===== src/rtl/core/prr_pkg.sv =====
// shared widths, codes, control structs and arithmetic helpers of the phase rotator
package prr_pkg;

    // fixed field formats
    localparam int IN_WIDTH        = 18;
    localparam int SAMPLE_WIDTH    = 16;
    localparam int PHASE_FRAC_BITS = 16;
    localparam int PHASE_WIDTH     = PHASE_FRAC_BITS + 2;

    // arithmetic widths
    localparam int PROD_W = 2 * IN_WIDTH;            // one signed product
    localparam int ACC_W  = PROD_W + 2;              // sum of two products plus rounding
    localparam int RND_W  = ACC_W - PHASE_FRAC_BITS; // after the rounding shift
    localparam int SQ_W   = PROD_W;                  // re^2 + im^2
    localparam int MAG_W  = SQ_W / 2;                // integer square root
    localparam int Q_W    = PHASE_WIDTH - 1;         // quotient magnitude before saturation
    localparam int NUM_W  = PHASE_WIDTH + PHASE_FRAC_BITS;
    localparam int DVS_W  = MAG_W + Q_W;

    localparam int SQRT_STEPS = MAG_W;
    localparam int DIV_STEPS  = Q_W;
    localparam int STEP_CNT_W = 5;

    localparam logic [SQ_W-1:0] SQRT_BIT_INIT = SQ_W'(1) << (SQ_W - 2);
    localparam logic [Q_W-1:0]  Q_SAT         = {Q_W{1'b1}};

    // stream widths
    localparam int S_TDATA_W = 40;
    localparam int M_TDATA_W = 72;

    // configuration port
    localparam int CFG_IDX_W = 2;
    localparam logic [CFG_IDX_W-1:0] REG_STEP_RE = 2'd0;
    localparam logic [CFG_IDX_W-1:0] REG_STEP_IM = 2'd1;

    // input kinds
    localparam logic CMD_ROTATE = 1'b0;
    localparam logic CMD_LOAD   = 1'b1;

    // multiplier operand selection
    localparam logic [1:0] MUL_SAMPLE = 2'd0;
    localparam logic [1:0] MUL_STEP   = 2'd1;
    localparam logic [1:0] MUL_SQUARE = 2'd2;

    localparam logic signed [RND_W-1:0] SMP_MAX = RND_W'((2 ** (SAMPLE_WIDTH - 1)) - 1);
    localparam logic signed [RND_W-1:0] SMP_MIN = -SMP_MAX - RND_W'(1);
    localparam logic signed [RND_W-1:0] PHS_MAX = RND_W'((2 ** (PHASE_WIDTH - 1)) - 1);
    localparam logic signed [RND_W-1:0] PHS_MIN = -PHS_MAX - RND_W'(1);

    typedef struct packed {
        logic [1:0] mul_op;
        logic       y_load;
        logic       phs_update;
        logic       sqrt_init;
        logic       sqrt_step;
        logic       div_init;
        logic       div_step;
        logic       div_write;
        logic       out_load;
    } cmd_t;

    typedef struct packed {
        logic renorm_due;
        logic out_free;
    } status_t;

    // round half up at the fraction point
    function automatic logic signed [RND_W-1:0] round_q(input logic signed [ACC_W-1:0] v);
        logic signed [ACC_W-1:0] t;
        t = v + ACC_W'(2 ** (PHASE_FRAC_BITS - 1));
        return t[ACC_W-1:PHASE_FRAC_BITS];
    endfunction

    function automatic logic signed [SAMPLE_WIDTH-1:0] sat_sample(
        input logic signed [RND_W-1:0] v);
        logic signed [RND_W-1:0] c;
        c = v;
        if (v > SMP_MAX)
        begin
            c = SMP_MAX;
        end
        else if (v < SMP_MIN)
        begin
            c = SMP_MIN;
        end
        return c[SAMPLE_WIDTH-1:0];
    endfunction

    function automatic logic signed [PHASE_WIDTH-1:0] sat_phase(
        input logic signed [RND_W-1:0] v);
        logic signed [RND_W-1:0] c;
        c = v;
        if (v > PHS_MAX)
        begin
            c = PHS_MAX;
        end
        else if (v < PHS_MIN)
        begin
            c = PHS_MIN;
        end
        return c[PHASE_WIDTH-1:0];
    endfunction

endpackage


===== src/rtl/core/prr_ctrl.sv =====
// sequencer of the phase rotator: steps the datapath through rotate, update and renormalise
module prr_ctrl
(
    input  logic           clk,
    input  logic           rst_n,
    input  logic           in_valid,
    input  logic           in_cmd,
    output logic           in_ready,
    input  prr_pkg::status_t status,
    output prr_pkg::cmd_t    cmd
);

    localparam logic [3:0] S_IDLE      = 4'd0;
    localparam logic [3:0] S_MUL_Y     = 4'd1;
    localparam logic [3:0] S_MUL_P     = 4'd2;
    localparam logic [3:0] S_UPD       = 4'd3;
    localparam logic [3:0] S_SQ        = 4'd4;
    localparam logic [3:0] S_SQRT_INIT = 4'd5;
    localparam logic [3:0] S_SQRT      = 4'd6;
    localparam logic [3:0] S_DIV_INIT  = 4'd7;
    localparam logic [3:0] S_DIV       = 4'd8;
    localparam logic [3:0] S_DIV_WR    = 4'd9;
    localparam logic [3:0] S_FIN       = 4'd10;

    logic [3:0]                        state_reg, state_next;
    logic [prr_pkg::STEP_CNT_W-1:0]    step_reg, step_next;

    always_comb
    begin
        state_next = state_reg;
        step_next  = step_reg;
        cmd        = '0;
        cmd.mul_op = prr_pkg::MUL_SAMPLE;
        case (state_reg)
            S_IDLE:
            begin
                if (in_valid && in_cmd == prr_pkg::CMD_ROTATE)
                begin
                    state_next = S_MUL_Y;
                end
            end
            S_MUL_Y:
            begin
                cmd.mul_op = prr_pkg::MUL_SAMPLE;
                state_next = S_MUL_P;
            end
            S_MUL_P:
            begin
                cmd.mul_op = prr_pkg::MUL_STEP;
                cmd.y_load = 1'b1;
                state_next = S_UPD;
            end
            S_UPD:
            begin
                cmd.phs_update = 1'b1;
                state_next     = status.renorm_due ? S_SQ : S_FIN;
            end
            S_SQ:
            begin
                cmd.mul_op = prr_pkg::MUL_SQUARE;
                state_next = S_SQRT_INIT;
            end
            S_SQRT_INIT:
            begin
                cmd.sqrt_init = 1'b1;
                step_next     = '0;
                state_next    = S_SQRT;
            end
            S_SQRT:
            begin
                cmd.sqrt_step = 1'b1;
                step_next     = step_reg + 1'b1;
                if (step_reg == prr_pkg::STEP_CNT_W'(prr_pkg::SQRT_STEPS - 1))
                begin
                    state_next = S_DIV_INIT;
                end
            end
            S_DIV_INIT:
            begin
                cmd.div_init = 1'b1;
                step_next    = '0;
                state_next   = S_DIV;
            end
            S_DIV:
            begin
                cmd.div_step = 1'b1;
                step_next    = step_reg + 1'b1;
                if (step_reg == prr_pkg::STEP_CNT_W'(prr_pkg::DIV_STEPS - 1))
                begin
                    state_next = S_DIV_WR;
                end
            end
            S_DIV_WR:
            begin
                cmd.div_write = 1'b1;
                state_next    = S_FIN;
            end
            S_FIN:
            begin
                if (status.out_free)
                begin
                    cmd.out_load = 1'b1;
                    state_next   = S_IDLE;
                end
            end
            default:
            begin
                state_next = S_IDLE;
            end
        endcase
    end

    assign in_ready = (state_reg == S_IDLE);

    always_ff @(posedge clk or negedge rst_n)
    begin
        if (!rst_n)
        begin
            state_reg <= S_IDLE;
            step_reg  <= '0;
        end
        else
        begin
            state_reg <= state_next;
            step_reg  <= step_next;
        end
    end

    // a result is only written into a free or draining output register
    a_out_load_free: assert property (@(posedge clk) disable iff (!rst_n)
        cmd.out_load |-> status.out_free)
        else $error("result loaded over a pending beat");

    // a rotate beat starts the sample multiply on the next cycle
    a_rotate_start: assert property (@(posedge clk) disable iff (!rst_n)
        (in_valid && in_ready && in_cmd == prr_pkg::CMD_ROTATE) |=> (state_reg == S_MUL_Y))
        else $error("rotate beat did not start the datapath");

    // no renormalisation unless the counter or the frame end asks for it
    a_no_spurious_renorm: assert property (@(posedge clk) disable iff (!rst_n)
        (state_reg == S_UPD && !status.renorm_due) |=> (state_reg == S_FIN))
        else $error("renormalisation entered without cause");

    // iteration counter stays below the root length in both the root and divide loops
    a_step_bound: assert property (@(posedge clk) disable iff (!rst_n)
        (state_reg == S_SQRT || state_reg == S_DIV) |->
            (step_reg < prr_pkg::STEP_CNT_W'(prr_pkg::SQRT_STEPS)))
        else $error("iteration counter overran");

endmodule


===== config.mk =====
export PLATFORM = sky130hd
export DESIGN_NAME = prr_ctrl
export DESIGN_NICKNAME = d
export VERILOG_FILES = /design/src/rtl/core/prr_pkg.sv /design/src/rtl/core/prr_ctrl.sv
export SDC_FILE = /design/constraint.sdc
export NUM_CORES = 1
export LEC_CHECK = 0
export BUFFER_PORTS_ARGS = -buffer_cell sky130_fd_sc_hd__buf_2
export CAP_MARGIN = 20
export CORE_ASPECT_RATIO = 0.7
export CORE_MARGIN = 2
export CORE_UTILIZATION = 28
export CTS_CLUSTER_DIAMETER = 50
export DETAILED_ROUTE_END_ITERATION = 8
export HOLD_SLACK_MARGIN = 0.05
export SETUP_SLACK_MARGIN = 0.5
export SYNTH_ARGS = -nofsm -noshare
export SYNTH_HDL_FRONTEND = slang
export SYNTH_SLANG_ARGS = --single-unit

===== constraint.sdc =====
create_clock -name clk -period 1.4 [get_ports clk]
set_input_delay 0 -clock clk [delete_from_list [all_inputs] [get_ports clk]]
set_output_delay 0 -clock clk [all_outputs]
set_load 0.05 [all_outputs]

==> results.md <==
* Reg area at 229 sq um
* Synthesis Warnings at 0
* RSZ-0062 raised after global routing: true
* Initial antenna violation count at 0
* Slew Limit Fails at 0
* Antenna cells at 0
* Footprint of the multi-input gates at 593 sq um
* Design Power at 3.52 mW
* Slew at the pin with the worst max-slew slack at 0.296 ns
* Core ar. at 2220 sq um
* CTS tree: built
* Largest register FFs at 5
* Clk pin slew, worst setup/hold paths at 0.06 ns
* Post-detailed-route count of antenna-violating nets at 0
* Hold WS at 0.0921 ns
* Main area contributors after synthesis: dfrtp_1 33%, ha_1 5.5%, nor2_1 5.5%, nand2b_1 4.6%, nor3_1 4.4%
* RePlAce Congestion at 0.870
* Met2 GRT Util at 28.5%
* Tmin final at 1.40 ns
* Hold path cells at 3
* Status: finished clean
* Die Wd at 62.9 um
* Placement Rows at 14
* Die Height at 45.3 um
* Critical R2R Launch: state_reg[1]
* Hold EP: state_reg[1]
* DRT iter0 DRCs at 11
* Total track usage at 15.4%
* R2r setup slk at 0.001 ns
* Clk_lat worst skew at 0.26 ns
* Filler cell count at 184
* Max_cap viols at 0
* First-pass iteration count of the detailed router at 4
* # clock sinks at 9
* CP Data Required Time at 1.55 ns
* Final net count at 129
* Vias in the first global route at 729
* Clk buf depth at 2
* Top cells by count, synth: 10 x nor2_1, 9 x dfrtp_1, 6 x nand2_1, 6 x nor3_1
* CP Class: flop to flop
* Peak supply drop at 0.00124 V
* Worst reg2reg path endpoint: step_reg[2]
* Global-route wire length before repair at 3.32 mm
* GR met1 Demand/Resource at 18.1%
* Yosys cell types at 29
* CTS Buf Count at 3
* Busiest grt layer: met2
* HPWL after DPL at 1.36 mm
* Pin count of the biggest net entering global routing at 10
* CP startpoint kind: flop
* Die footprint at 2850 sq um
* Hold Crit Class: input pin to flop
* IO Count at 17
* Area growth syn-to-layout at 93.2%
* Ys async rst share at 100%
* Synth Instances at 78
* Area leader, netlist: dfrtp_1
* Leakage at 0.575 nW
* CP Max Fanout at 6
* Via/cell ratio at 4.83
* Max Fclk at 0.715 GHz
* Cell with the most instances after synthesis: nor2_1
* Met3 Usage GRT at 4.49%
* Clk root buf: clkbuf_4
* Register bit total from synthesis at 9
* Relative slew slack at 80.1%
* Total gr overflow at 0
* Hold path start: status[0]
* Buffers added on ports at 16
* Post-synth EDFFs at 0
* Remaining DRCs at 0
* Period Utilization, post-route at 99.9%
* Synth Area per Inst at 8.73 sq um
* Predominant post-synthesis flop cell: dfrtp_1
* Layout cells sized above 1 at 66.4%
* CP arrival at 1.55 ns
* Final setup viols at 0
* Post-Syn Area at 681 sq um
* Routed wire length at 2.17 mm
* Total number of H-tree levels at 1
* Initial core utilization at 30.6%
* Hold Fails Final Rpt at 0
* Mapped Nets at 87
* Final Util at 59.1%
* Reg2reg path depth at 5
* Routed WL per cell at 14.3 um
* Top-area cell type share of the netlist area at 33.1%
* Seq/Total Area, Yosys at 33.1%
* Routed vias at 729
* Power per Cell Area at 2680 nW/um^2
* Layout Skew at 0.00186 ns
* Endpoint class of the critical path: flop
what timing repair did:
| item | CTS | global route |
|---|---|---|
| gates resized for setup | 54 | 12 |
| pin swaps | 3 | 4 |
| hold endpoints to repair | 9 | 0 |
| hold buffers | 1 | 0 |
| setup endpoints to repair | 20 | 20 |
| buffers inserted | 5 | 3 |
| gates cloned | 0 | 0 |
routing by layer:
metal / up-vias / wire length, um / part of all wire [%]
met1: 369 / 937 / 43
met5: - / 0 / 0
li1: 351 / - / -
met4: 0 / 0 / 0
met2: 9 / 1180 / 54
met3: 0 / 50 / 2.3
critical path, stage by stage, from the launching register on:
cell,delay [ns]
dfrtp_2,0.42
buf_6,0.15
nor2_4,0.11
mux2_4,0.31
o21bai_1,0.15
a21o_1,0.15
cell usage in the layout (no fill, tap or decap), types with 2 or more instances in the layout:
cell      netlist  layout
buf_6           2      21
buf_4           2      12
dfrtp_1         9       6
nand2b_4        1       5
nor2_4          0       5
nor3_4          0       5
nand2_1         6       5
buf_2           1       5
o21ai_1         0       4
inv_1           5       3
nor2_1         10       3
a21oi_1         5       3
ha_1            3       3
clkbuf_4        0       3
buf_8           0       3
dfrtp_2         0       3
inv_2           0       2
nand3_1         2       2
xor2_1          2       2
nor2_2          0       2
a21oi_2         0       2
nand2b_1        5       2
worst max-delay path by stage:
stage	from	endpoint	slack [ns]	cells after the start
finish	state_reg[1]	step_reg[2]	0.001	5
global route	state_reg[1]	step_reg[2]	-0.05	5
CTS	state_reg[1]	step_reg[2]	0.01	5
detailed placement	state_reg[2]	step_reg[2]	0.03	5
global placement	state_reg[3]	state_reg[0]	0.07	4
floorplan	state_reg[2]	cmd[2]	-0.28	2
stage by stage:
step | setup TNS (ns) | cell area (sq um) | setup slack [ns] | instances
finish | 0 | 1320 | 0.00106 | 151
floorplan | -0.991 | 752 | -0.284 | 78
detailed placement | 0 | 951 | 0.0298 | 138
CTS | 0 | 1240 | 0.0125 | 148
global route | -0.270 | 1320 | -0.0531 | 151
global placement | 0 | 951 | 0.0741 | 138
report_power, final:
group          switching (mW)  internal, mW
Combinational            1.46          1.33
Sequential              0.150         0.377
Clock                  0.0918         0.105
final cells by class:
cell class | count | area share (%)
clock buffers | 3 | 1.71
multi-input cells | 59 | 45.1
well taps | 32 | 3.04
clock inverters | 1 | 0.381
repair buffers | 42 | 30.9
flip-flops and latches | 9 | 17.4
inverters | 5 | 1.43
kinds of logic after synthesis:
logic type | synth area share [%]
simple gates | 30.3
compound gates | 17.3
buf+inv | 9.01
flops | 33.1
fa+ha+maj | 5.52
xor+xnor | 2.57
mux | 2.21
(Power assumes the default switching activity.)
